### src/hw/rtl/mtue_pkg.sv
// Shared types, command codes and lookup functions for the clock string converter.
`timescale 1ns / 1ps
`default_nettype none
package mtue_pkg;

  typedef logic [2:0] op_t;

  localparam op_t OP_NONE   = 3'd0;
  localparam op_t OP_CLEAR  = 3'd1;
  localparam op_t OP_PARSE  = 3'd2;
  localparam op_t OP_DAYS   = 3'd3;
  localparam op_t OP_SCALE  = 3'd4;
  localparam op_t OP_HOUR   = 3'd5;
  localparam op_t OP_MINSEC = 3'd6;
  localparam op_t OP_ZONE   = 3'd7;

  typedef struct packed {
    op_t op;
  } dp_cmd_t;

  localparam int unsigned CHAR_W   = 8;
  localparam int unsigned EPOCH_W  = 32;
  localparam int unsigned COUNT_W  = 4;
  localparam int unsigned FIELD_W  = 7;
  localparam int unsigned NFIELDS  = 7;
  localparam int unsigned DAYS_W   = 16;

  localparam logic [3:0] POS_SIGN = 4'd12;
  localparam logic [3:0] POS_ZONE = 4'd13;
  localparam logic [3:0] POS_DONE = 4'd14;

  localparam logic [7:0] CH_PLUS  = 8'h2B;
  localparam logic [7:0] CH_MINUS = 8'h2D;
  localparam logic [7:0] CH_ZERO  = 8'h30;
  localparam logic [7:0] CH_NINE  = 8'h39;

  localparam logic [EPOCH_W-1:0] EPOCH_2000    = 32'd946684800;
  localparam logic [EPOCH_W-1:0] SECS_PER_DAY  = 32'd86400;
  localparam logic [EPOCH_W-1:0] EPOCH_BASE    = EPOCH_2000 - SECS_PER_DAY;
  localparam logic [3:0]         MIN_FIELDS    = 4'd6;

  function automatic logic [7:0] literal_of(input logic [2:0] idx);
    logic [7:0] c;
    case (idx)
      3'd0: c = 8'h22;
      3'd1: c = 8'h2F;
      3'd2: c = 8'h2F;
      3'd3: c = 8'h2C;
      3'd4: c = 8'h3A;
      3'd5: c = 8'h3A;
      default: c = 8'h00;
    endcase
    return c;
  endfunction

  function automatic logic [8:0] days_before_month(input logic [3:0] mon);
    logic [8:0] d;
    case (mon)
      4'd1:  d = 9'd0;
      4'd2:  d = 9'd31;
      4'd3:  d = 9'd59;
      4'd4:  d = 9'd90;
      4'd5:  d = 9'd120;
      4'd6:  d = 9'd151;
      4'd7:  d = 9'd181;
      4'd8:  d = 9'd212;
      4'd9:  d = 9'd243;
      4'd10: d = 9'd273;
      4'd11: d = 9'd304;
      4'd12: d = 9'd334;
      default: d = 9'd0;
    endcase
    return d;
  endfunction

endpackage
`default_nettype wire

### src/hw/rtl/mtue_ctrl.sv
// Sequencer for byte intake, epoch computation steps and result handoff.
`timescale 1ns / 1ps
`default_nettype none
module mtue_ctrl (
  input  logic             clk,
  input  logic             rst_n,
  input  logic             in_tvalid,
  input  logic             in_tlast,
  output logic             in_tready,
  output logic             out_tvalid,
  input  logic             out_tready,
  output mtue_pkg::dp_cmd_t cmd
);
  import mtue_pkg::*;

  localparam logic [2:0] ST_RX     = 3'd0;
  localparam logic [2:0] ST_DAYS   = 3'd1;
  localparam logic [2:0] ST_SCALE  = 3'd2;
  localparam logic [2:0] ST_HOUR   = 3'd3;
  localparam logic [2:0] ST_MINSEC = 3'd4;
  localparam logic [2:0] ST_ZONE   = 3'd5;
  localparam logic [2:0] ST_OUT    = 3'd6;

  logic [2:0] state_r;
  logic [2:0] state_nxt;

  assign in_tready  = (state_r == ST_RX);
  assign out_tvalid = (state_r == ST_OUT);

  always_comb begin
    state_nxt = state_r;
    cmd.op    = OP_NONE;
    case (state_r)
      ST_RX: begin
        if (in_tvalid) begin
          cmd.op = OP_PARSE;
          if (in_tlast) begin
            state_nxt = ST_DAYS;
          end
        end
      end
      ST_DAYS: begin
        cmd.op    = OP_DAYS;
        state_nxt = ST_SCALE;
      end
      ST_SCALE: begin
        cmd.op    = OP_SCALE;
        state_nxt = ST_HOUR;
      end
      ST_HOUR: begin
        cmd.op    = OP_HOUR;
        state_nxt = ST_MINSEC;
      end
      ST_MINSEC: begin
        cmd.op    = OP_MINSEC;
        state_nxt = ST_ZONE;
      end
      ST_ZONE: begin
        cmd.op    = OP_ZONE;
        state_nxt = ST_OUT;
      end
      ST_OUT: begin
        if (out_tready) begin
          cmd.op    = OP_CLEAR;
          state_nxt = ST_RX;
        end
      end
      default: begin
        state_nxt = ST_RX;
      end
    endcase
  end

  always_ff @(posedge clk) begin
    if (!rst_n) begin
      state_r <= ST_RX;
    end else begin
      state_r <= state_nxt;
    end
  end

  a_last_starts_calc: assert property (@(posedge clk) disable iff (!rst_n)
    in_tvalid && in_tready && in_tlast |=> state_r == ST_DAYS)
    else $error("final byte did not start computation");

  a_sides_exclusive: assert property (@(posedge clk) disable iff (!rst_n)
    !(in_tready && out_tvalid))
    else $error("intake open while result pending");

  a_result_latency: assert property (@(posedge clk) disable iff (!rst_n)
    $rose(out_tvalid) |-> $past(in_tvalid && in_tready && in_tlast, 6))
    else $error("result appeared at wrong latency");

endmodule
`default_nettype wire

### src/hw/rtl/mtue_dp.sv
// Parser registers and stepwise epoch accumulator.
`timescale 1ns / 1ps
`default_nettype none
module mtue_dp (
  input  logic                              clk,
  input  logic                              rst_n,
  input  mtue_pkg::dp_cmd_t                 cmd,
  input  logic [mtue_pkg::CHAR_W-1:0]       char_code,
  output logic [mtue_pkg::EPOCH_W-1:0]      epoch_seconds,
  output logic                              ok,
  output logic [mtue_pkg::COUNT_W-1:0]      fields_found
);
  import mtue_pkg::*;

  logic [3:0]         pos_r, pos_nxt;
  logic               dc_r, dc_nxt;
  logic [FIELD_W-1:0] fv_r [NFIELDS];
  logic [FIELD_W-1:0] fv_nxt [NFIELDS];
  logic [7:0]         sign_r, sign_nxt;
  logic [COUNT_W-1:0] cnt_r, cnt_nxt;
  logic               fail_r, fail_nxt;
  logic [DAYS_W-1:0]  days_r;
  logic [EPOCH_W-1:0] acc_r;

  logic               stop;
  logic [2:0]         idx;
  logic [3:0]         dig;
  logic               is_digit;
  logic [10:0]        fv_x10;

  logic [FIELD_W-1:0] yy, mon;
  logic [DAYS_W-1:0]  days_calc;
  logic [16:0]        zone_off;

  always_comb begin
    pos_nxt  = pos_r;
    dc_nxt   = dc_r;
    fv_nxt   = fv_r;
    sign_nxt = sign_r;
    cnt_nxt  = cnt_r;
    fail_nxt = fail_r;
    stop     = 1'b0;
    idx      = 3'd0;
    fv_x10   = '0;
    is_digit = (char_code >= CH_ZERO) && (char_code <= CH_NINE);
    dig      = 4'(char_code - CH_ZERO);
    for (int p = 0; p < 2; p++) begin
      if (!stop) begin
        if (fail_nxt || pos_nxt >= POS_DONE) begin
          stop = 1'b1;
        end else if (pos_nxt == POS_SIGN) begin
          sign_nxt = char_code;
          cnt_nxt  = cnt_nxt + 1'b1;
          pos_nxt  = POS_ZONE;
          dc_nxt   = 1'b0;
          stop     = 1'b1;
        end else if (!pos_nxt[0]) begin
          if (char_code == literal_of(pos_nxt[3:1])) begin
            pos_nxt = pos_nxt + 1'b1;
          end else begin
            fail_nxt = 1'b1;
          end
          stop = 1'b1;
        end else begin
          idx = (pos_nxt == POS_ZONE) ? 3'd6 : pos_nxt[3:1];
          if (is_digit) begin
            if (!dc_nxt) begin
              fv_nxt[idx] = FIELD_W'(dig);
              cnt_nxt     = cnt_nxt + 1'b1;
              dc_nxt      = 1'b1;
            end else begin
              fv_x10      = 11'(fv_nxt[idx]) * 11'd10 + 11'(dig);
              fv_nxt[idx] = fv_x10[FIELD_W-1:0];
              dc_nxt      = 1'b0;
              pos_nxt     = pos_nxt + 1'b1;
            end
            stop = 1'b1;
          end else if (!dc_nxt) begin
            fail_nxt = 1'b1;
            stop     = 1'b1;
          end else begin
            dc_nxt  = 1'b0;
            pos_nxt = pos_nxt + 1'b1;
          end
        end
      end
    end
  end

  assign yy  = fv_r[0];
  assign mon = fv_r[1];

  always_comb begin
    days_calc = 16'(yy * 16'd365) + 16'((16'(yy) + 16'd3) >> 2)
              + 16'(days_before_month(mon[3:0])) + 16'(fv_r[2]);
    if (mon > 7'd2 && yy[1:0] == 2'b00) begin
      days_calc = days_calc + 16'd1;
    end
  end

  assign zone_off = 17'(fv_r[6]) * 17'd900;

  always_ff @(posedge clk) begin
    if (!rst_n || cmd.op == OP_CLEAR) begin
      pos_r  <= '0;
      dc_r   <= 1'b0;
      sign_r <= CH_PLUS;
      cnt_r  <= '0;
      fail_r <= 1'b0;
      for (int i = 0; i < NFIELDS; i++) begin
        fv_r[i] <= '0;
      end
    end else if (cmd.op == OP_PARSE) begin
      pos_r  <= pos_nxt;
      dc_r   <= dc_nxt;
      sign_r <= sign_nxt;
      cnt_r  <= cnt_nxt;
      fail_r <= fail_nxt;
      fv_r   <= fv_nxt;
    end
  end

  always_ff @(posedge clk) begin
    case (cmd.op)
      OP_DAYS:   days_r <= days_calc;
      OP_SCALE:  acc_r  <= EPOCH_BASE + 32'(days_r * SECS_PER_DAY);
      OP_HOUR:   acc_r  <= acc_r + 32'(12'(fv_r[3]) * 12'd3600 + 19'd0);
      OP_MINSEC: acc_r  <= acc_r + 32'(13'(fv_r[4]) * 13'd60) + 32'(fv_r[5]);
      OP_ZONE: begin
        if (zone_off != '0) begin
          if (sign_r == CH_PLUS) begin
            acc_r <= acc_r - 32'(zone_off);
          end else if (sign_r == CH_MINUS) begin
            acc_r <= acc_r + 32'(zone_off);
          end
        end
      end
      default: begin
      end
    endcase
  end

  assign ok            = (cnt_r >= MIN_FIELDS) && (mon >= 7'd1) && (mon <= 7'd12);
  assign epoch_seconds = ok ? acc_r : '0;
  assign fields_found  = cnt_r;

endmodule
`default_nettype wire

### src/hw/rtl/modem_timestamp_to_utc_epoch.sv
// Top level: modem clock string bytes in, UTC Unix seconds out.
// Throughput: one byte accepted per cycle while a string is being received.
// After the final byte is accepted, the result passes through five arithmetic steps (days, scale,
// hour, minute/second, zone; the last four share one accumulator), then the output state.
// Intake is closed from the final byte until the result is taken.
// Reset (rst_n low, synchronous) empties the parser and drops any pending result.
`timescale 1ns / 1ps
`default_nettype none
module modem_timestamp_to_utc_epoch (
  input  logic        clk,
  input  logic        rst_n,
  input  logic        in_tvalid,
  output logic        in_tready,
  input  logic [7:0]  in_tdata,   // [7:0] char_code
  input  logic        in_tlast,   // last_char
  output logic        out_tvalid,
  input  logic        out_tready,
  output logic [39:0] out_tdata,  // [31:0] epoch_seconds, [35:32] fields_found, zero fill
  output logic        out_tuser   // ok
);
  import mtue_pkg::*;

  dp_cmd_t            cmd;
  logic [EPOCH_W-1:0] epoch_seconds;
  logic               ok;
  logic [COUNT_W-1:0] fields_found;

  mtue_ctrl u_ctrl (
    .clk        (clk),
    .rst_n      (rst_n),
    .in_tvalid  (in_tvalid),
    .in_tlast   (in_tlast),
    .in_tready  (in_tready),
    .out_tvalid (out_tvalid),
    .out_tready (out_tready),
    .cmd        (cmd)
  );

  mtue_dp u_dp (
    .clk           (clk),
    .rst_n         (rst_n),
    .cmd           (cmd),
    .char_code     (in_tdata),
    .epoch_seconds (epoch_seconds),
    .ok            (ok),
    .fields_found  (fields_found)
  );

  assign out_tdata = {4'b0000, fields_found, epoch_seconds};
  assign out_tuser = ok;

endmodule
`default_nettype wire

### config.mk
export PLATFORM = sky130hd
export DESIGN_NAME = modem_timestamp_to_utc_epoch
export DESIGN_NICKNAME = d
export VERILOG_FILES = /design/src/hw/rtl/mtue_pkg.sv /design/src/hw/rtl/mtue_ctrl.sv /design/src/hw/rtl/mtue_dp.sv /design/src/hw/rtl/modem_timestamp_to_utc_epoch.sv
export SDC_FILE = /design/constraint.sdc
export NUM_CORES = 1
export LEC_CHECK = 0
export ABC_AREA = 1
export BUFFER_PORTS_ARGS = -buffer_cell sky130_fd_sc_hd__buf_2
export CORE_ASPECT_RATIO = 0.8
export CORE_MARGIN = 5
export CORE_UTILIZATION = 40
export CTS_CLUSTER_DIAMETER = 40
export DETAILED_ROUTE_END_ITERATION = 8
export MAX_ROUTING_LAYER = met4
export PLACE_DENSITY = 0.58
export SKIP_LAST_GASP = 1
export SLEW_MARGIN = 10
export SYNTH_ARGS = -nofsm -noshare
export SYNTH_HDL_FRONTEND = slang
export SYNTH_SLANG_ARGS = --single-unit
### constraint.sdc
create_clock -name clk -period 8.2 [get_ports clk]
set_input_delay 0 -clock clk [delete_from_list [all_inputs] [get_ports clk]]
set_output_delay 0 -clock clk [all_outputs]
set_load 0.005 [all_outputs]
## After elaboration in Yosys (flattened, before gate mapping)

Memories as Yosys holds them, arrays and structs flattened. A register that Yosys moved wholly into a read port is not among the register bits.
Cells that the tools add are included.
W data, S select, Z words.

- Flip-flop bits (word level): 118
- Memory bits (read-only): 144
- Bits of input ports: 13
- Word-level logic and storage cells: 219
- Memories: 1

Memory list:

| memory | depth | bits a word | read ports | clocked after memory_dff | write ports | RTL line | RTL |
|---|---|---|---|---|---|---|---|
| (name not given) | 16 | 9 | 1 | 1 | 0 | mtue_pkg.sv:58 | `case (mon)` |

- Add/sub/neg operators: 18
- $mul: 7
- $lt $le $gt $ge: 12
- Equality and inequality tests: 36
- Muxes and demuxes: 106
- Bitwise gates (word level): 2
- Reduce and logical (&&, ||, !) cells: 22

Operator list:

| cell | number |
|---|---|
| $mux W49 | 11 |
| $bwmux W49 | 4 |
| $mux W32 | 4 |
| $pmux W32 S4 | 1 |
| $mux W4 | 24 |
| $mux W8 | 12 |
| $pmux W6 S4 | 2 |
| $bmux W7 S3 | 2 |
| $demux W7 S3 | 2 |
| $mux W7 | 6 |
| $pmux W3 S7 | 2 |
| $eq A3 B3 Y1 const B | 11 |
| $add A30 B32 Y32 const A | 1 |
| $add A32 B13 Y32 | 1 |
| $add A32 B17 Y32 | 1 |
| $add A32 B19 Y32 | 1 |
| $add A32 B7 Y32 | 1 |
| $sub A32 B17 Y32 | 1 |
| $mul A7 B8 Y15 const B | 2 |
| $mux W1 | 29 |
| $mul A16 B10 Y25 const B | 1 |
| $eq A3 B2 Y1 const B | 8 |
| $reduce_bool A17 Y1 | 1 |
| $add A16 B1 Y16 const B | 1 |
| other kinds (37) | 74 |

## Logic depth before layout (Yosys ltp)

Gate-level depths: netlist of the first run.

- Word-level depth: 28
- Mapped depth: 36
- Gate-level depth less buffers: 36

## By module

A second synthesis of the first run with hierarchy kept.

- Cells, all modules: 2698
- Area, all modules: 19263.5 um^2

By module, submodules not included:

| module | times used | cells an instance | area an instance (um^2) | sequential area each (um^2) |
|---|---|---|---|---|
| mtue_dp | 1 | 2655 | 18969.4 | 2962.8 |
| mtue_ctrl | 1 | 38 | 260.2 | 60.1 |
| modem_timestamp_to_utc_epoch | 1 | 5 | 33.8 | 0.0 |

## Worst setup path before layout of the first run

OpenSTA, ideal clock, no wires.

- Kind: register to register
- Start: register u_dp.fv_r[4] (netlist bit)
- End: register u_dp.acc_r[10] (enable)
- Data arrival time: 5201 ps
- Data required time: 7746 ps
- Path slack: 2545 ps
- Stages on the path, launching flop included: 19
- Buffers on the path: 0
- Path through: dfxtp_1 > inv_1 > fa_1 > inv_1 > ha_1 > ha_1 > ha_1 > ha_1 > nand2_1 > nand2_1 > nand2_1 > nand2_1 > a21oi_1 > or2_2 > nand2_1 > inv_1 > nor3_1 > nand4_1 > nor3b_1

- Longest elaborated chain between the ends: 4

Ends and longest elaborated chain:

| what | RTL line | RTL |
|---|---|---|
| start: declaration | mtue_dp.sv:17 | `logic [FIELD_W-1:0] fv_r [NFIELDS];` |
| start signal: assignment | mtue_dp.sv:119 | `fv_r <= fv_nxt;` |
| $mul A7 B8 Y15 | mtue_dp.sv:101 | `assign zone_off = 17'(fv_r[6]) * 17'd900;` |
| $reduce_bool A17 Y1 | mtue_dp.sv:130 | `if (zone_off != '0) begin` |
| $ne A2 B1 Y1 (no line) | n/a |  |
| $reduce_and A3 Y1 (no line) | n/a |  |
| end signal: assignment | mtue_dp.sv:128 | `OP_MINSEC: acc_r <= acc_r + 32'(13'(fv_r[4]) * 13'd60) + 32'(fv_r[5]);` |
| end signal: assignment | mtue_dp.sv:132 | `acc_r <= acc_r - 32'(zone_off);` |
| end signal: assignment | mtue_dp.sv:134 | `acc_r <= acc_r + 32'(zone_off);` |
| end: declaration | mtue_dp.sv:23 | `logic [EPOCH_W-1:0] acc_r;` |

Every way passes these cells.
A chain may end at the register's enable or synchronous reset.

## Worst setup path after layout of the first run

- Start: register u_dp.fv_r, in the netlist u_dp.yy[2]
- End: register u_dp.days_r[15], data pin

- Longest elaborated chain between the ends: 6

Ends and longest elaborated chain:

| what | RTL line | RTL |
|---|---|---|
| $mul A7 B9 Y16 / $add A7 B2 Y8 (equally long branches) | mtue_dp.sv:94 | `days_calc = 16'(yy * 16'd365) + 16'((16'(yy) + 16'd3) >> 2)` |
| $add A16 B14 Y16 * | mtue_dp.sv:94 |  |
| $add A16 B9 Y16 * | mtue_dp.sv:95 | `+ 16'(days_before_month(mon[3:0])) + 16'(fv_r[2]);` |
| $add A16 B7 Y16 * | mtue_dp.sv:95 |  |
| $add A16 B1 Y16 | mtue_dp.sv:97 | `days_calc = days_calc + 16'd1;` |
| $mux W16 * | mtue_dp.sv:96 | `if (mon > 7'd2 && yy[1:0] == 2'b00) begin` |
| named net u_dp.days_calc[15] | mtue_dp.sv:32 | `logic [DAYS_W-1:0] days_calc;` |
| end signal: assignment | mtue_dp.sv:125 | `OP_DAYS: days_r <= days_calc;` |
| end: declaration | mtue_dp.sv:22 | `logic [DAYS_W-1:0] days_r;` |

The timed path passes the listed nets; every way through them passes the cells marked *.

==> results of run 1 <==
registers in the layout, summed over array words and instances (netlist names), named ones only:
register,flops
u_dp.yy,7
u_dp.sign_r,8
u_dp.pos_r,4
u_dp.acc_r,32
u_dp.fields_found,4
u_dp.days_r,16
u_dp.fail_r,1
u_dp.fv_r,35
u_dp.dc_r,1
u_ctrl.state_r,3
u_dp.mon,7
cell usage after synthesis (5+ instances only):
library cell,count,area share (%)
a21boi_0,5,0.19
a21o_1,12,0.46
a21oi_1,237,6.1
a21oi_2,6,0.27
a221oi_1,5,0.22
a31oi_1,11,0.35
buf_1,6,0.12
buf_4,7,0.27
buf_6,5,0.29
clkbuf_1,29,0.56
dfxtp_1,79,8.1
edfxtp_1,48,7.4
fa_1,95,9.8
ha_1,313,20
inv_1,515,9.9
inv_2,16,0.31
nand2_1,447,8.6
nand2_2,19,0.61
nand2_4,6,0.35
nand3_1,82,2.1
nand3_2,8,0.41
nand3b_1,6,0.23
nand4_1,27,0.87
nor2_1,197,3.8
nor2_2,9,0.29
nor2_4,5,0.29
nor3_1,34,0.87
nor4_1,9,0.29
o2111ai_1,9,0.40
o211ai_1,17,0.66
o21a_1,7,0.27
o21ai_0,168,4.3
o21ai_1,26,0.67
o21ai_2,9,0.40
o21bai_1,8,0.31
o221ai_1,9,0.40
o22ai_1,29,0.93
o31ai_1,10,0.39
or2_2,11,0.35
xnor2_1,34,1.5
xor2_1,82,3.7
kinds of logic (layout without fill, tap and decap cells):
family                   count (synthesis)  after routing  share of synthesized area [%]
AND/OR/NAND/NOR                        875            875                           19.9
flip-flops                             127            127                           15.5
AO/OA/AOI/OAI                          588            588                           17.5
other                                    1              4                         0.0193
adder cells (fa/ha/maj)                408            408                           29.9
buffers and inverters                  589            643                           11.8
XOR/XNOR                               118            118                           5.38
layout make-up:
type	count	area share [%]
Sequential cell	127	14.3
Clock buffer	20	2.32
Multi-Input combinational cell	1993	67.3
Inverter	537	9.61
Clock inverter	12	0.569
Tap cell	629	3.73
Timing Repair Buffer	74	2.14
routing by layer:
layer  vias to the layer above  routed length, µm  global-route usage (%)
li1                       8976                  -                       -
met2                       459              22700                    29.7
met5                         -                  0                       -
met4                         0               1100                    4.81
met3                        66               3450                    4.46
met1                      8288              27500                    30.1
layout by cell type, fill, tap and decap left out, types with 29 or more instances in the layout:
cell,instances
a21oi_1,237
buf_2,51
dfxtp_1,79
edfxtp_1,48
fa_1,95
ha_1,313
inv_1,515
nand2_1,446
nand3_1,82
nor2_1,197
nor3_1,32
o21ai_0,167
o22ai_1,29
xnor2_1,34
xor2_1,82
metrics by stage:
stage / setup WS (ps) / utilization (%) / area (µm²) / std cells / hold slack, ps
final: 2100 / 43.7 / 21100 / 3392 / 47.4
after global routing: 1380 / 43.7 / 21100 / 3392 / 83.2
after CTS: 2080 / 43.7 / 21100 / 3392 / 31.5
after detailed placement: 2110 / 42.2 / 20400 / 3351 / 318
after global placement: 2200 / 42.2 / 20400 / 3351 / 295
after floorplan: 2550 / - / 19500 / 2709 / 132
worst min-delay path, stage by stage:
cell     delay (ps)
buf_2           160
o21ai_0         170
inv_1            40
nand2_1          50
a21oi_1          50
worst max path at each step:
| stage | from | endpoint |
|---|---|---|
| floorplan | u_dp.fv_r[4]$_SDFFE_PP0N_ | u_dp.acc_r[10]$_DFFE_PP_ |
| global placement | u_dp.fv_r[5]$_SDFFE_PP0N_ | u_dp.acc_r[31]$_DFFE_PP_ |
| detailed placement | u_dp.yy[2]$_SDFFE_PP0N_ | u_dp.days_r[15]$_DFFE_PN_ |
| CTS | u_dp.yy[2]$_SDFFE_PP0N_ | u_dp.days_r[15]$_DFFE_PN_ |
| global route | u_dp.fv_r[3]$_SDFFE_PP0N_ | u_dp.acc_r[31]$_DFFE_PP_ |
| finish | u_dp.yy[2]$_SDFFE_PP0N_ | u_dp.days_r[15]$_DFFE_PN_ |
==> results_dict.tcl, run 1 <==
set metrics [dict create \
    htreeDepth 4 \
    period_needed_ps 6100 \
    cp_num_buf_inv 4 \
    cts_root_buf "clkbuf_16" \
    ios 56 \
    slew_headroom_pct 23.8 \
    detail_route.wl_per_cell_um 16.2 \
    ctsHoldBuffers 9 \
    grt_pass1_wl_um 88400 \
    drv_cap 0 \
    cts_tree "yes" \
    worstSetupPathType "reg -> reg" \
    cpPeakStageDelay_ps 540 \
    synthArstFlopShare_pct 0 \
    vias 17789 \
    yosys_warnings 0 \
    seq_area_frac_synth_pct 15.5 \
    drive_gt1_share_pct 7.71 \
    hpwl_um 45300 \
    setup_viol 0 \
    grt_max_degree 53 \
    cpMostUsedCell "nand2_1" \
    cpLargestDelayFamily "adder cells" \
    holdPathStages 5 \
    rows 72 \
    yosys.cell_types.count 69 \
    reg2regPathDepth 25 \
    dr.pass1.iters 5 \
    ys_seq_elements 127 \
    crit_required_ps 8390 \
    synth_cells 2706 \
    reg2reg_to "u_dp.days_r[15]$_DFFE_PN_" \
    die_area_um2 53200 \
    grt_use_total_pct 20.8 \
    cp_max_fo 8 \
    synth_area_um2 19500 \
    cts-resized-gates 0 \
    r2r_setup_slack_ps 2100 \
    routed_wl_um 54800 \
    start_util_pct 40.3 \
    cts_setup_buffers 0 \
    drt-initial-drc-count 1227 \
    rsz0062_at_grt "false" \
    grt_overflow 0 \
    cts_buffers 17 \
    avgSynthCellArea_um2 7.20 \
    timing.rr.start "u_dp.yy[2]$_SDFFE_PP0N_" \
    worst_setup_path_end_kind "register" \
    cp.arrival_ps 6290 \
    route.detailed.drc 0 \
    multi_input_area_um2 14200 \
    hold_viol_final 0 \
    grt_antenna_before_repair 0 \
    synth_enable_flop_cells 48 \
    finalCritPeriodShare_pct 74.4 \
    hold_path_end "u_dp.fv_r[0]$_SDFFE_PP0N_" \
    worstHoldStart "in_tdata[0]" \
    fill_cells 4938 \
    first_global_vias 16858 \
    place.port_buffers 51 \
    syn2layout_area_growth_pct 8.33 \
    run_status "finished, final reports clean" \
    clk_latency_ps 460 \
    fp.coreArea_um2 48300 \
    place.gp.congestion 0.936 \
    die_x_um 257 \
    worst_pin_slew_ps 1130 \
    finalNetCount 3171 \
    finClkSkew_ps 16.9 \
    crit_cells 25 \
    seqCellArea_um2 3020 \
    slowest_stage "fa_1" \
    drv_slew 0 \
    timing.fmax_mhz 164 \
    synthFlopType "dfxtp_1" \
    finalSetupTns_ps 0 \
    clkSinkCount 127 \
    ant_nets 0 \
    path_clk_slew_ps 70 \
    min_path_type "in -> reg" \
    cts.path.max_buffers 2 \
    viasPerCell 5.24 \
    die_h_um 207 \
    start_kind "register" \
    diodes 0 \
]
Power of run 1 is not shown: default switching activity piles up to over one toggle a cycle in this logic, so the estimate is an artifact.
==> run 2, diff against run 1 <==
==> constraint.sdc (replaced) <==
create_clock -name clk -period 6.11 [get_ports clk]
set_input_delay 0 -clock clk [delete_from_list [all_inputs] [get_ports clk]]
set_output_delay 0 -clock clk [all_outputs]
set_load 0.005 [all_outputs]
==> results_dict.tcl, run 2 (synthesis results as in run 1) <==
set metrics [dict create \
    ios 56 \
    clk_latency_ps 460 \
    grt_max_degree 61 \
    wl_met2_um 23400 \
    drv_cap 0 \
    final_cell_mix "inv_1 (514), nand2_1 (445), ha_1 (309), a21oi_1 (236), nor2_1 (193)" \
    routed_wl_um 55900 \
    cp_max_fo 6 \
    grt_overflow 0 \
    fp.coreArea_um2 48300 \
    cpMostUsedCell "nand2_1" \
    cts_root_buf "clkbuf_16" \
    finalSetupTns_ps 0 \
    cpPeakStageDelay_ps 480 \
    drt-initial-drc-count 1384 \
    finalNetCount 3191 \
    place_inst 3369 \
    maxUsedRoutingLayer "met4" \
    timing.fmax_mhz 169 \
    worstSetupPathType "reg -> reg" \
    start_util_pct 40.3 \
    htreeDepth 4 \
    ant_nets 0 \
    rows 72 \
    min_path_type "in -> reg" \
    crit_required_ps 6330 \
    grt_antenna_before_repair 0 \
    first_global_vias 16853 \
    regMostFlops "u_dp.fv_r" \
    run_status "finished, final reports clean" \
    cp.arrival_ps 6130 \
    met3_length_um 3460 \
    finalWorstSetupSlack_ps 197 \
    cts_buffers 17 \
    clkSinkCount 127 \
    place.gp.congestion 0.960 \
    hpwl_um 46000 \
    grt_use_total_pct 21.1 \
    viasPerCell 5.20 \
    vias 17752 \
    diodes 0 \
    route.detailed.drc 0 \
    grt_pass1_wl_um 89300 \
    wl_met1_um 28000 \
    reg_top3 "u_dp.fv_r (35), u_dp.acc_r (32), u_dp.days_r (16)" \
    period_needed_ps 5910 \
    r2r_setup_slack_ps 200 \
    post-place-ws_ps 43.8 \
    setup_viol 0 \
    path_clk_slew_ps 70 \
    die_area_um2 53200 \
    die_x_um 257 \
    largest_register_ff_count 35 \
    syn2layout_area_growth_pct 9.53 \
    stdcell_count 3412 \
    drive_gt1_share_pct 9.31 \
    finalCritPeriodShare_pct 96.8 \
    cts_tree "yes" \
    finClkSkew_ps 13.2 \
    hold_viol_final 0 \
    start_kind "register" \
    dr.pass1.iters 6 \
    die_h_um 207 \
    worst_setup_path_end_kind "register" \
    detail_route.wl_per_cell_um 16.4 \
    worst_pin_slew_ps 944 \
    fill_cells 4964 \
    drv_slew 0 \
    slowest_stage "fa_1" \
    final_common_cell "inv_1" \
    slew_headroom_pct 36.8 \
    cts.path.max_buffers 2 \
    place.port_buffers 51 \
]
## run 2: layout make-up
class / count / area [µm²] / area share [%]
timing repair inverter: 1 / 5.00 / 0.0235
clock buffer: 17 / 425 / 1.99
timing repair buffer: 93 / 591 / 2.77
multi-input combinational: 1993 / 14300 / 67.0
tap: 629 / 787 / 3.69
sequential: 127 / 3030 / 14.2
inverter: 537 / 2030 / 9.53
clock inverter: 15 / 174 / 0.815
## run 2: per-stage QoR
step / cell area, µm² / util [%] / hold slack (ps)
floorplan: 19500 / - / 132
global placement: 20500 / 42.5 / 284
detailed placement: 20500 / 42.5 / 294
CTS: 21200 / 43.9 / 10.4
global route: 21300 / 44.2 / 60.1
finish: 21300 / 44.2 / 54.4
## run 2: repair_timing
| item | in CTS | in global routing |
|---|---|---|
| hold endpoints to repair | 7 | 0 |
| gates resized for setup | 0 | 32 |
| endpoints found under the setup margin | 0 | 15 |
| hold buffers | 8 | 0 |
| buffers inserted | 0 | 2 |
## run 2: metal layers
metal  up-vias  GRT usage, %
met2       450          30.2
met5         -             -
li1       9021             -
met3        67          3.83
met1      8214          30.8
met4         0          4.94
## run 2: final timing paths
| kind | end | start | cells past startpoint |
|---|---|---|---|
| worst max register to register | u_dp.acc_r[31]$_DFFE_PP_ | u_dp.fv_r[6]$_SDFFE_PP0N_ | 29 |
| worst min register to register | u_dp.fv_r[13]$_SDFFE_PP0N_ | u_dp.fv_r[13]$_SDFFE_PP0N_ | 2 |
| worst min-delay path | u_ctrl.state_r[0]$_SDFFE_PN0P_ | in_tvalid | 5 |
| worst max-delay path | u_dp.acc_r[31]$_DFFE_PP_ | u_dp.fv_r[6]$_SDFFE_PP0N_ | 29 |
## run 2: worst max-delay path, delay by kind of cell, from the launching register on
kind                     cells  cell delay (ps)
adder cells (fa/ha/maj)      6             2100
AND/OR/NAND/NOR             13             1420
AO/OA/AOI/OAI                6             1200
buffers and inverters        4              500
flip-flops                   1              450
Power of run 2 is left out for the same reason.
